**config.mk**
```make
export PLATFORM = sky130hd
export DESIGN_NAME = matrix_multiply
export DESIGN_NICKNAME = d
export VERILOG_FILES = /design/src/rtl/core/mm_pkg.sv /design/src/rtl/core/mm_store.sv /design/src/rtl/core/mm_mac.sv /design/src/rtl/core/mm_seq.sv /design/src/rtl/core/matrix_multiply.sv
export SDC_FILE = /design/constraint.sdc
export NUM_CORES = 2
export LEC_CHECK = 0
export BUFFER_PORTS_ARGS = -buffer_cell sky130_fd_sc_hd__buf_2
export CAP_MARGIN = 20
export CELL_PAD_IN_SITES_DETAIL_PLACEMENT = 1
export CELL_PAD_IN_SITES_GLOBAL_PLACEMENT = 2
export CORE_MARGIN = 2
export CORE_UTILIZATION = 25
export CTS_CLUSTER_SIZE = 8
export DETAILED_ROUTE_END_ITERATION = 8
export PLACE_DENSITY_LB_ADDON = 0.1
export SLEW_MARGIN = 25
export SYNTH_ARGS = -nofsm -noshare
export SYNTH_HDL_FRONTEND = slang
export SYNTH_HIERARCHICAL = 1
export SYNTH_SLANG_ARGS = --single-unit
export TNS_END_PERCENT = 10
```
**constraint.sdc**
```tcl
create_clock -name clk -period 11.4 [get_ports clk]
set_clock_uncertainty 0.1 [all_clocks]
set_input_delay 1.14 -clock clk [delete_from_list [all_inputs] [get_ports clk]]
set_output_delay 1.14 -clock clk [all_outputs]
set_load 0.005 [all_outputs]
```
**src/rtl/core/mm_pkg.sv**
```systemverilog
// Shared types and constants for the matrix multiply block.
// Used by every module under rtl/core; depends on nothing else.
package mm_pkg;

  localparam int FUNC_W    = 2;
  localparam int IDX_W     = 3;   // row and column fields on the ports
  localparam int VAL_W     = 16;  // Q1.15 element
  localparam int PROD_W    = 32;  // Q2.30 product
  localparam int SUM_W     = 40;  // sum of products
  localparam int CFG_W     = 4;
  localparam int CFG_IDX_W = 2;

  localparam logic [FUNC_W-1:0] FUNC_LOAD_A  = 2'd0;
  localparam logic [FUNC_W-1:0] FUNC_LOAD_B  = 2'd1;
  localparam logic [FUNC_W-1:0] FUNC_COMPUTE = 2'd2;

  localparam logic [CFG_IDX_W-1:0] CFG_ROWS_A    = 2'd0;
  localparam logic [CFG_IDX_W-1:0] CFG_COLS_B    = 2'd1;
  localparam logic [CFG_IDX_W-1:0] CFG_INNER_LEN = 2'd2;

  localparam logic [CFG_W-1:0] CFG_RESET_DIM = 4'd4;

  typedef logic [IDX_W-1:0]        mm_idx_t;
  typedef logic signed [VAL_W-1:0] mm_val_t;
  typedef logic signed [SUM_W-1:0] mm_sum_t;

  typedef enum logic [1:0] {
    S_IDLE,
    S_WAIT,
    S_ISSUE
  } seq_state_t;

  typedef struct packed {
    logic [CFG_W-1:0] rows_a;
    logic [CFG_W-1:0] cols_b;
    logic [CFG_W-1:0] inner_len;
  } mm_cfg_t;

  // One multiply step travelling down the MAC pipeline
  typedef struct packed {
    logic    valid;
    logic    first;
    logic    last_k;
    logic    last_elem;
    mm_idx_t row;
    mm_idx_t col;
  } mm_ctl_t;

  typedef struct packed {
    logic    valid;
    logic    last;
    mm_idx_t row;
    mm_idx_t col;
    mm_sum_t sum;
  } mm_res_t;

endpackage

```
**src/rtl/core/mm_store.sv**
```systemverilog
// Element stores for A and B: one write port shared by loads, one read port each.
// Depends on mm_pkg for the element type.
module mm_store import mm_pkg::*; #(
  parameter int MAX_DIM = 8
) (
  input  logic                                 clk,
  input  logic                                 we_a,
  input  logic                                 we_b,
  input  logic [$clog2(MAX_DIM*MAX_DIM)-1:0]   waddr,
  input  mm_val_t                              wdata,
  input  logic [$clog2(MAX_DIM*MAX_DIM)-1:0]   raddr_a,
  input  logic [$clog2(MAX_DIM*MAX_DIM)-1:0]   raddr_b,
  output mm_val_t                              rdata_a,
  output mm_val_t                              rdata_b
);

  localparam int DEPTH = MAX_DIM * MAX_DIM;

  mm_val_t mem_a [DEPTH];
  mm_val_t mem_b [DEPTH];
  mm_val_t rdata_a_r;
  mm_val_t rdata_b_r;

  always_ff @(posedge clk) begin
    if (we_a) begin
      mem_a[waddr] <= wdata;
    end
    rdata_a_r <= mem_a[raddr_a];
  end

  always_ff @(posedge clk) begin
    if (we_b) begin
      mem_b[waddr] <= wdata;
    end
    rdata_b_r <= mem_b[raddr_b];
  end

  assign rdata_a = rdata_a_r;
  assign rdata_b = rdata_b_r;

endmodule

```
**src/rtl/core/mm_mac.sv**
```systemverilog
// Shared multiply-accumulate unit: one product per cycle, accumulated per element.
// Depends on mm_pkg for the control and result structs.
module mm_mac import mm_pkg::*; (
  input  logic    clk,
  input  logic    rst_n,
  input  mm_ctl_t issue,    // step issued to the stores this cycle
  input  mm_val_t a_data,   // store data, in the cycle after issue
  input  mm_val_t b_data,
  output logic    busy,
  output mm_res_t res
);

  mm_ctl_t                   d0_r;
  mm_ctl_t                   p_r;
  logic signed [PROD_W-1:0]  product_r;
  mm_sum_t                   acc_r;
  mm_sum_t                   prod_ext;
  mm_sum_t                   sum_nxt;

  always_ff @(posedge clk) begin
    if (!rst_n) begin
      d0_r <= '0;
      p_r  <= '0;
    end else begin
      d0_r <= issue;
      p_r  <= d0_r;
    end
  end

  always_ff @(posedge clk) begin
    if (d0_r.valid) begin
      product_r <= a_data * b_data;
    end
    if (p_r.valid) begin
      acc_r <= sum_nxt;
    end
  end

  always_comb begin
    prod_ext = {{(SUM_W-PROD_W){product_r[PROD_W-1]}}, product_r};
    // restart the sum on the first step of each element
    sum_nxt  = p_r.first ? prod_ext : acc_r + prod_ext;
  end

  assign busy      = d0_r.valid | p_r.valid;
  assign res.valid = p_r.valid & p_r.last_k;
  assign res.last  = p_r.last_elem;
  assign res.row   = p_r.row;
  assign res.col   = p_r.col;
  assign res.sum   = sum_nxt;

endmodule

```
**src/rtl/core/mm_seq.sv**
```systemverilog
// Sequencer: walks i, j, k over the product; one MAC step per S_ISSUE cycle.
// Depends on mm_pkg for states, config and control structs.
module mm_seq import mm_pkg::*; #(
  parameter int MAX_DIM = 8
) (
  input  logic                                clk,
  input  logic                                rst_n,
  input  logic                                start,
  input  mm_cfg_t                             cfg,
  input  logic                                mac_busy,
  input  logic                                out_full,
  output logic                                idle,
  output mm_ctl_t                             issue,
  output logic [$clog2(MAX_DIM*MAX_DIM)-1:0]  addr_a,
  output logic [$clog2(MAX_DIM*MAX_DIM)-1:0]  addr_b
);

  localparam int CNT_W  = $clog2(MAX_DIM);
  localparam int ADDR_W = $clog2(MAX_DIM * MAX_DIM);

  seq_state_t       state_r, state_nxt;
  logic [CNT_W-1:0] i_r, i_nxt;
  logic [CNT_W-1:0] j_r, j_nxt;
  logic [CNT_W-1:0] k_r, k_nxt;
  logic [CNT_W-1:0] ilim_r, ilim_nxt;
  logic [CNT_W-1:0] jlim_r, jlim_nxt;
  logic [CNT_W-1:0] klim_r, klim_nxt;

  // last index for a dimension register: zero reads as one, large values clamp
  function automatic logic [CNT_W-1:0] lim_of(input logic [CFG_W-1:0] v);
    logic [CNT_W-1:0] r;
    if (v == '0) begin
      r = '0;
    end else if (int'(v) > MAX_DIM) begin
      r = CNT_W'(MAX_DIM - 1);
    end else begin
      r = CNT_W'(v - CFG_W'(1));
    end
    return r;
  endfunction

  always_ff @(posedge clk) begin
    if (!rst_n) begin
      state_r <= S_IDLE;
      i_r     <= '0;
      j_r     <= '0;
      k_r     <= '0;
    end else begin
      state_r <= state_nxt;
      i_r     <= i_nxt;
      j_r     <= j_nxt;
      k_r     <= k_nxt;
    end
  end

  always_ff @(posedge clk) begin
    ilim_r <= ilim_nxt;
    jlim_r <= jlim_nxt;
    klim_r <= klim_nxt;
  end

  always_comb begin
    state_nxt = state_r;
    i_nxt     = i_r;
    j_nxt     = j_r;
    k_nxt     = k_r;
    ilim_nxt  = ilim_r;
    jlim_nxt  = jlim_r;
    klim_nxt  = klim_r;
    issue           = '0;
    issue.first     = (k_r == '0);
    issue.last_k    = (k_r == klim_r);
    issue.last_elem = (k_r == klim_r) && (i_r == ilim_r) && (j_r == jlim_r);
    issue.row       = IDX_W'(i_r);
    issue.col       = IDX_W'(j_r);
    unique case (state_r)
      S_IDLE: begin
        if (start) begin
          ilim_nxt  = lim_of(cfg.rows_a);
          jlim_nxt  = lim_of(cfg.cols_b);
          klim_nxt  = lim_of(cfg.inner_len);
          i_nxt     = '0;
          j_nxt     = '0;
          k_nxt     = '0;
          state_nxt = S_WAIT;
        end
      end
      S_WAIT: begin
        // hold until the previous element has left the output register
        if (!mac_busy && !out_full) begin
          state_nxt = S_ISSUE;
        end
      end
      S_ISSUE: begin
        issue.valid = 1'b1;
        if (!issue.last_k) begin
          k_nxt = k_r + CNT_W'(1);
        end else begin
          k_nxt = '0;
          if (issue.last_elem) begin
            i_nxt     = '0;
            j_nxt     = '0;
            state_nxt = S_IDLE;
          end else begin
            state_nxt = S_WAIT;
            if (j_r == jlim_r) begin
              j_nxt = '0;
              i_nxt = i_r + CNT_W'(1);
            end else begin
              j_nxt = j_r + CNT_W'(1);
            end
          end
        end
      end
      default: begin
        state_nxt = S_IDLE;
      end
    endcase
  end

  assign idle   = (state_r == S_IDLE);
  assign addr_a = ADDR_W'(i_r) * ADDR_W'(MAX_DIM) + ADDR_W'(k_r);
  assign addr_b = ADDR_W'(k_r) * ADDR_W'(MAX_DIM) + ADDR_W'(j_r);

endmodule

```
**src/rtl/core/matrix_multiply.sv**
```systemverilog
// Matrix multiply C = A * B on signed Q1.15 elements, up to MAX_DIM by MAX_DIM.
// Depends on mm_pkg, mm_store, mm_mac and mm_seq.
//
// Input words: in_tuser carries the function (load A, load B, compute).
// A load writes one element at (row, col); a load with row or col at MAX_DIM
// or above is dropped. A compute word walks the result in row-major order and
// sends one output word per element of C, out_tlast on the final one. The
// dimensions come from the cfg port (rows_a, cols_b, inner_len); the user must
// see that they are written only while the block is idle, as the block does
// not enforce this. 0 reads as 1 and values above MAX_DIM clamp.
// The single 16x16 multiplier takes one step per cycle while an element is
// issuing; before each element the sequencer waits until the MAC pipeline
// and the output register are empty. in_tready stays low while a compute is
// issuing and returns once the last step is issued.
// A stalled receiver holds the output word; the next element waits for it.
// Reset clears control state and sets all three dimensions to 4; the element
// stores are undefined until loaded.
module matrix_multiply import mm_pkg::*; #(
  parameter int MAX_DIM = 8
) (
  input  logic                  clk,
  input  logic                  rst_n,
  input  logic                  in_tvalid,
  output logic                  in_tready,
  input  logic [23:0]           in_tdata,   // row[2:0], col[5:3], value[21:6], zero pad
  input  logic [FUNC_W-1:0]     in_tuser,   // func[1:0]
  output logic                  out_tvalid,
  input  logic                  out_tready,
  output logic [47:0]           out_tdata,  // sum[39:0], out_row[42:40], out_col[45:43], pad
  output logic                  out_tlast,
  input  logic                  cfg_valid,
  output logic                  cfg_ready,
  input  logic [CFG_IDX_W-1:0]  cfg_index,
  input  logic [CFG_W-1:0]      cfg_data
);

  localparam int ADDR_W = $clog2(MAX_DIM * MAX_DIM);

  mm_cfg_t           cfg_r;
  mm_idx_t           in_row;
  mm_idx_t           in_col;
  mm_val_t           in_value;
  logic              in_fire;
  logic              load_ok;
  logic              we_a;
  logic              we_b;
  logic              start;
  logic [ADDR_W-1:0] waddr;
  logic [ADDR_W-1:0] addr_a;
  logic [ADDR_W-1:0] addr_b;
  mm_val_t           rdata_a;
  mm_val_t           rdata_b;
  mm_ctl_t           issue;
  logic              mac_busy;
  mm_res_t           res;
  logic              idle;
  logic              out_valid_r;
  logic              out_last_r;
  mm_idx_t           out_row_r;
  mm_idx_t           out_col_r;
  mm_sum_t           out_sum_r;

  assign in_row   = in_tdata[2:0];
  assign in_col   = in_tdata[5:3];
  assign in_value = in_tdata[21:6];

  assign in_tready = idle;
  assign in_fire   = in_tvalid & in_tready;
  assign load_ok   = (int'(in_row) < MAX_DIM) && (int'(in_col) < MAX_DIM);
  assign we_a      = in_fire && load_ok && (in_tuser == FUNC_LOAD_A);
  assign we_b      = in_fire && load_ok && (in_tuser == FUNC_LOAD_B);
  assign start     = in_fire && (in_tuser == FUNC_COMPUTE);
  assign waddr     = ADDR_W'(in_row) * ADDR_W'(MAX_DIM) + ADDR_W'(in_col);

  assign cfg_ready = 1'b1;

  always_ff @(posedge clk) begin
    if (!rst_n) begin
      cfg_r.rows_a    <= CFG_RESET_DIM;
      cfg_r.cols_b    <= CFG_RESET_DIM;
      cfg_r.inner_len <= CFG_RESET_DIM;
    end else if (cfg_valid && cfg_ready) begin
      unique case (cfg_index)
        CFG_ROWS_A:    cfg_r.rows_a    <= cfg_data;
        CFG_COLS_B:    cfg_r.cols_b    <= cfg_data;
        CFG_INNER_LEN: cfg_r.inner_len <= cfg_data;
        default: ;  // drop writes beyond the register list
      endcase
    end
  end

  mm_store #(.MAX_DIM(MAX_DIM)) u_store (
    .clk     (clk),
    .we_a    (we_a),
    .we_b    (we_b),
    .waddr   (waddr),
    .wdata   (in_value),
    .raddr_a (addr_a),
    .raddr_b (addr_b),
    .rdata_a (rdata_a),
    .rdata_b (rdata_b)
  );

  mm_seq #(.MAX_DIM(MAX_DIM)) u_seq (
    .clk      (clk),
    .rst_n    (rst_n),
    .start    (start),
    .cfg      (cfg_r),
    .mac_busy (mac_busy),
    .out_full (out_valid_r),
    .idle     (idle),
    .issue    (issue),
    .addr_a   (addr_a),
    .addr_b   (addr_b)
  );

  mm_mac u_mac (
    .clk    (clk),
    .rst_n  (rst_n),
    .issue  (issue),
    .a_data (rdata_a),
    .b_data (rdata_b),
    .busy   (mac_busy),
    .res    (res)
  );

  // output word register
  always_ff @(posedge clk) begin
    if (!rst_n) begin
      out_valid_r <= 1'b0;
    end else if (res.valid) begin
      out_valid_r <= 1'b1;
    end else if (out_tready) begin
      out_valid_r <= 1'b0;
    end
  end

  always_ff @(posedge clk) begin
    if (res.valid) begin
      out_sum_r  <= res.sum;
      out_row_r  <= res.row;
      out_col_r  <= res.col;
      out_last_r <= res.last;
    end
  end

  assign out_tvalid = out_valid_r;
  assign out_tdata  = {2'b00, out_col_r, out_row_r, out_sum_r};
  assign out_tlast  = out_last_r;

  // a finished element never lands on a word still waiting
  a_no_overwrite: assert property (@(posedge clk) disable iff (!rst_n)
    res.valid |-> !out_valid_r)
    else $error("result overwrote a pending output word");

  // no input word is taken while steps are being issued
  a_busy_not_ready: assert property (@(posedge clk) disable iff (!rst_n)
    issue.valid |-> !in_tready)
    else $error("input accepted during compute issue");

  // the first step of an element starts only with the output path empty
  a_issue_clear: assert property (@(posedge clk) disable iff (!rst_n)
    (issue.valid && issue.first) |-> (!out_valid_r && !mac_busy))
    else $error("element issued while previous one in flight");

endmodule
```
# Word-level counts from Yosys, hierarchy flattened
# Memory sizes are Yosys's and may differ from the RTL's. A register that Yosys moved wholly into a read port is not among the register bits.
# Cells that the tools add are included.
# classes
addsub	10
mul	1
n_lt_le_gt_ge	3
eq_ne	13
mux	27
n_bitwise	3
n_reduce_logical	25
# ops
operator	count
$add A40 B32 Y40	1
$mux W40	1
$mux W3	11
$mul A16 B16 Y32	1
$add A6 B3 Y6	3
$pmux W3 S2	3
$gt A4 B4 Y1 const B	3
$logic_not A4 Y1	3
$reduce_and A2 Y1	5
$add A3 B1 Y3 const B	3
$eq A3 B3 Y1	3
$sub A3 B1 Y3 const B	3
$mux W1	8
$eq A2 B1 Y1 const B	3
$eq A2 B2 Y1 const B	3
$logic_and A1 B1 Y1	6
$logic_not A2 Y1	3
$mux W2	3
$ne A2 B1 Y1 const B	3
$pmux W2 S3	1
$reduce_and A3 Y1	2
$reduce_and A4 Y1	1
$reduce_bool A2 Y1	2
$logic_not A3 Y1	1
other kinds (4)	6
# word_totals
register_bits	172
mem_bits_rw	2048
in_bits	37
out_inout_bits	52
elab_cells	113
memories	2
# mem_list
memory	words	width	read_ports	rd_clocked_by_memory_dff	write_ports	line	source
u_store.mem_a	64	16	1	1	1	mm_store.sv:19	mm_val_t mem_a [DEPTH];
u_store.mem_b	64	16	1	1	1	mm_store.sv:20	mm_val_t mem_b [DEPTH];

# Longest topological paths before layout
# logic_depth
word_depth	6
mapped_depth	26
depth_no_buf	24

# Cells and area by module
# Netlist, hierarchy kept.
# modules_own_cells
mod	instances	cells_per_inst	area_each_um2	seq_area_each_um2
mm_store	1	3519	79180.9	62139.6
mm_mac	1	1571	15008.1	2562.5
matrix_multiply	1	103	1975.6	1671.6
mm_seq	1	125	1202.4	490.5

# Worst setup path before layout
# Ideal clock, no wire load.
# synth_timing
kind	flip-flop to flip-flop
from	register u_store.rdata_a_r[11] (netlist: u_store/rdata_a[11]), read port of u_store.mem_a
to	register u_mac.product_r[28], data pin
setup_time_ns	0.258
t_arrival_ns	5.859
required_ns	11.042
path_slack_ns	5.183
stages_incl_launch_ff	22
n_path_buf	2
synth_period_minus_slack_ns	6.217
cell_sequence	dfxtp_1 -> clkbuf_1 -> nand2_1 -> fa_1 -> fa_1 -> fa_1 -> inv_1 -> fa_1 -> fa_1 -> inv_1 -> fa_1 -> inv_1 -> ha_1 -> clkbuf_1 -> nand3_1 -> o31a_1 -> a31o_2 -> o311ai_1 -> nand3_1 -> a21boi_0 -> nor2_1 -> xnor2_1
# synth_via
elab_chain_len	1
# synth_lines
item	line	source
start, declared	mm_store.sv:21	mm_val_t rdata_a_r;
$mul A16 B16 Y32	mm_mac.sv:32	product_r <= a_data * b_data;
end signal, assigned	mm_mac.sv:32	
end, declared	mm_mac.sv:15	logic signed [PROD_W-1:0] product_r;
# No other way between the ends.
# A chain may end at the register's enable or synchronous reset.

# Worst setup path after layout
# layout_timing
from	register u_store.rdata_b_r[1] (netlist: u_store/rdata_b[1]), read port of u_store.mem_b
to	register u_mac.product_r[28], data pin
# layout_via
elab_chain_len	1
# layout_lines
item	line	source
start, declared	mm_store.sv:22	mm_val_t rdata_b_r;
$mul A16 B16 Y32	mm_mac.sv:32	
# No other way between the ends.

==> reports/metrics.yaml <==
route.detailed.wl_per_inst_um: 27.5
final_net_count: 6112
hold_path_class: "register to register"
ctsHoldBuffers: 0
post_synth_most_frequent_cells: "edfxtp_1, mux4_2, inv_1, fa_1, nand2_1"
cp.depth: 19
core_ar_um2: 389000
clkSinkCount: 2252
cts_post_setup_buffers_inserted: 0
fmaxAchievable_ghz: 0.134
ctsHtreeMaxLevel: 5
hpwlAfterDp_mm: 186
rows: 229
post_place_setup_slack_ns: 3.83
synth_edf_count: 2176
path_delay_family: "adder cells"
antenna_left: 0
report.final.slew_viol_count: 0
worstPathBufferInverterCount: 3
post_cts_resized: 0
start_util_pct: 25.1
setup_repair_after_global_routing_missed_its_margin: "no"
critical_path_arrival_ns: 8.00
largest_net_degree_at_the_start_of_global_routing: 94
fill_cells: 39800
die-height_um: 628
synth_area_leaders: "edfxtp_1, mux4_2, fa_1"
synth_largest_type_area_fraction_pct: 67.1
gp_congestion: 0.727
critPathLaunch: "u_store/rdata_b[1]$_DFF_P_"
worst-r2r-setup-slack_ns: 3.95
total_number_of_yosys_warnings: 6
timing_worst_slew_pin_value_ns: 1.20
floorplan.die_area_um2: 394000
numPortBuffers: 83
syn_avg_cell_area_um2: 18.3
cp-endpoint: "u_mac/product_r[28]$_DFFE_PP_"
grt_pass1_wl_mm: 429
insertion_delay_of_the_later_clocked_pin_in_the_worst_skew_pair_ns: 0.90
path_class: "register to register"
dr_total_vias: 49600
postLayoutSetupSlackWorst_ns: 3.95
synth-seq-cells: 2252
grt_antenna_before_repair: 21
number_of_global_route_vias_before_repair: 54700
crit_path_max_incr_delay_ns: 0.95
synth_ff_type: "edfxtp_1"
multi_input_area_um2: 28000
syn_area_um2: 97400
rr_worst_depth: 19
post_route_cells_drive_above_1_share_pct: 22.8
tritoncts.num_buffers: 326
routed_wl_mm: 302
crit_path_frequent_cell: "fa_1"
crit_slowest_cell: "dfxtp_1"
synthArstFlopShare_pct: 0
worst_ep_required_time_ns: 11.95
report.final.hold_viol_count: 0
cp_cell_sequence: "nand2_1 -> inv_1 -> fa_1 -> fa_1 -> fa_1 -> fa_1 -> fa_1 -> inv_1 -> fa_1 -> inv_1 -> ha_1 -> nand4_1 -> nor2_1 -> nand3_1 -> o311ai_1 -> nand3_1 -> a21boi_0 -> nor2_1 -> xnor2_1"
timing.critical_path.fanout_max: 16
die_w_um: 628
slew-limit-headroom_pct: 19.5
cts-root-buf: "clkbuf_16"
drt_first_pass_iters: 5
grt_overflow_total: 0
remaining_drc_errors: 0
cts_buffer_depth: 4
final-setup-viol-count: 0
drt_iter0_markers: 3378
timing.rr.end: "u_mac/product_r[28]$_DFFE_PP_"
gr-usage-all-layers_pct: 15.1
timing.critical_path.to_type: "register"
io-pin-count: 89
ff_latch_area_um2: 66900
reg2reg_launch_point: "u_store/rdata_b[1]$_DFF_P_"
period_share_pct: 65.3
post-route-min-period_ns: 7.45
final_cell_utilization_of_the_core_pct: 29.4
areaGrowthSynthToFinish_pct: 17.1
synth_largest_area_cell: "edfxtp_1"
setup_tns_ns: 0
netlist_instances: 5318
most_common_cell_in_the_netlist: "edfxtp_1"
cts_tree: "built"
setup.worst_path.start_class: "register"
clk_pin_slew_ns: 0.06
ys_seq_area_share_pct: 68.7
ys_types: 90
number_of_maximum_capacitance_violations: 0
run_status: "finished, final reports clean"
post_drt_via_cell_ratio: 4.51
==> sequential cells by signal (all words and copies together), names as in the netlist <==
signal / flops
out_tlast: 1
u_mac/acc_r: 40
u_seq/klim_r: 3
u_mac/d0_r: 10
u_seq/k_r: 3
u_mac/product_r: 32
u_seq/jlim_r: 3
out_col_r: 3
cfg_r: 12
u_seq/i_r: 3
u_mac/res: 7
u_seq/state_r: 2
u_store/rdata_a: 16
u_mac/p_r: 3
u_seq/j_r: 3
u_store/mem_a: 1024
out_row_r: 3
out_tvalid: 1
u_store/rdata_b: 16
u_store/mem_b: 1024
out_sum_r: 40
u_seq/ilim_r: 3
==> worst reg2reg max path: stages, from the launching register on <==
cell	delay, ns
dfxtp_1	0.95
nand2_1	0.23
inv_1	0.19
fa_1	0.55
fa_1	0.87
fa_1	0.52
fa_1	0.51
fa_1	0.49
inv_1	0.05
fa_1	0.48
inv_1	0.05
ha_1	0.37
nand4_1	0.18
nor2_1	0.25
nand3_1	0.12
o311ai_1	0.77
nand3_1	0.14
a21boi_0	0.21
nor2_1	0.07
xnor2_1	0.12
==> how the worst min path moves through the flow <==
stage,start,to,slack (ns),cells after the start
after detailed placement,u_mac/res[43]$_SDFF_PN0_,out_row_r[0]$_DFFE_PP_,0.29,0
final,u_mac/res[45]$_SDFF_PN0_,out_row_r[2]$_DFFE_PP_,0.30,0
after global placement,u_mac/res[41]$_SDFF_PN0_,out_col_r[1]$_DFFE_PP_,0.29,0
after floorplan,u_mac/d0_r[7]$_SDFF_PN0_,u_mac/p_r[7]$_SDFF_PN0_,0.31,1
after global routing,u_mac/res[43]$_SDFF_PN0_,out_row_r[0]$_DFFE_PP_,0.30,0
after CTS,u_mac/res[43]$_SDFF_PN0_,out_row_r[0]$_DFFE_PP_,0.30,0
==> per-layer routing <==
metal / part of all wire, % / routed length, um / GRT usage, %
met1: 46 / 138000 / 20.7
met5: 0 / 0 / 0
met2: 48 / 145000 / 25.1
met3: 4.2 / 12800 / 2.54
met4: 2.0 / 6190 / 3.32
==> logic make-up after synthesis <==
kind of cell               after synthesis  synth area share (%)
muxes                                  628                  12.9
DFF                                   2252                  68.7
AOI/OAI and AO/OA                      514                  3.59
adders and majority gates              394                  7.08
buffers and inverters                  613                  2.84
xor gates and xnor gates                71                 0.639
other                                    2               0.00771
and+or+nand+nor                        844                  4.23
==> through the flow <==
step                      std cells  hold slack, ns  area, um2
after floorplan                5319           0.312      97400
after global placement        10500           0.293     105000
after detailed placement      10600           0.290     105000
after CTS                     11000           0.302     114000
after global routing          11000           0.304     114000
final                         11000           0.301     114000
==> placed cells by master, fill, tap and decap left out, types with 12 or more instances in the layout <==
cell / n
edfxtp_1: 2176
clkbuf_16: 330
a22oi_1: 42
inv_1: 343
dfxtp_1: 65
xnor2_1: 47
and2_1: 149
o21ai_0: 94
clkbuf_1: 66
nand3_1: 49
nor2_1: 151
nor2b_1: 30
a221oi_1: 16
o221ai_1: 12
buf_6: 12
o22ai_1: 64
nand2b_1: 32
nor2_2: 64
mux2_2: 28
xor2_1: 24
a21o_1: 30
buf_2: 67
buf_4: 216
a22o_1: 12
mux4_2: 495
a211oi_1: 44
o21ai_1: 12
nor3_1: 27
fa_1: 263
o21a_1: 12
nand2_1: 251
ha_1: 128
nand4_1: 20
a211o_1: 12
a21oi_1: 83
mux2i_1: 100
==> layout make-up <==
type | count | area share, %
flip-flops and latches | 2252 | 58.7
well taps | 5197 | 5.70
diodes | 11 | 0.0241
multi-input cells | 2454 | 24.6
clock buffers | 398 | 7.48
repair buffers | 306 | 2.03
inverters | 344 | 1.13
clock inverters | 30 | 0.420
Power is not shown: default switching activity piles up to over one toggle a cycle in this logic, so the estimate is an artifact.
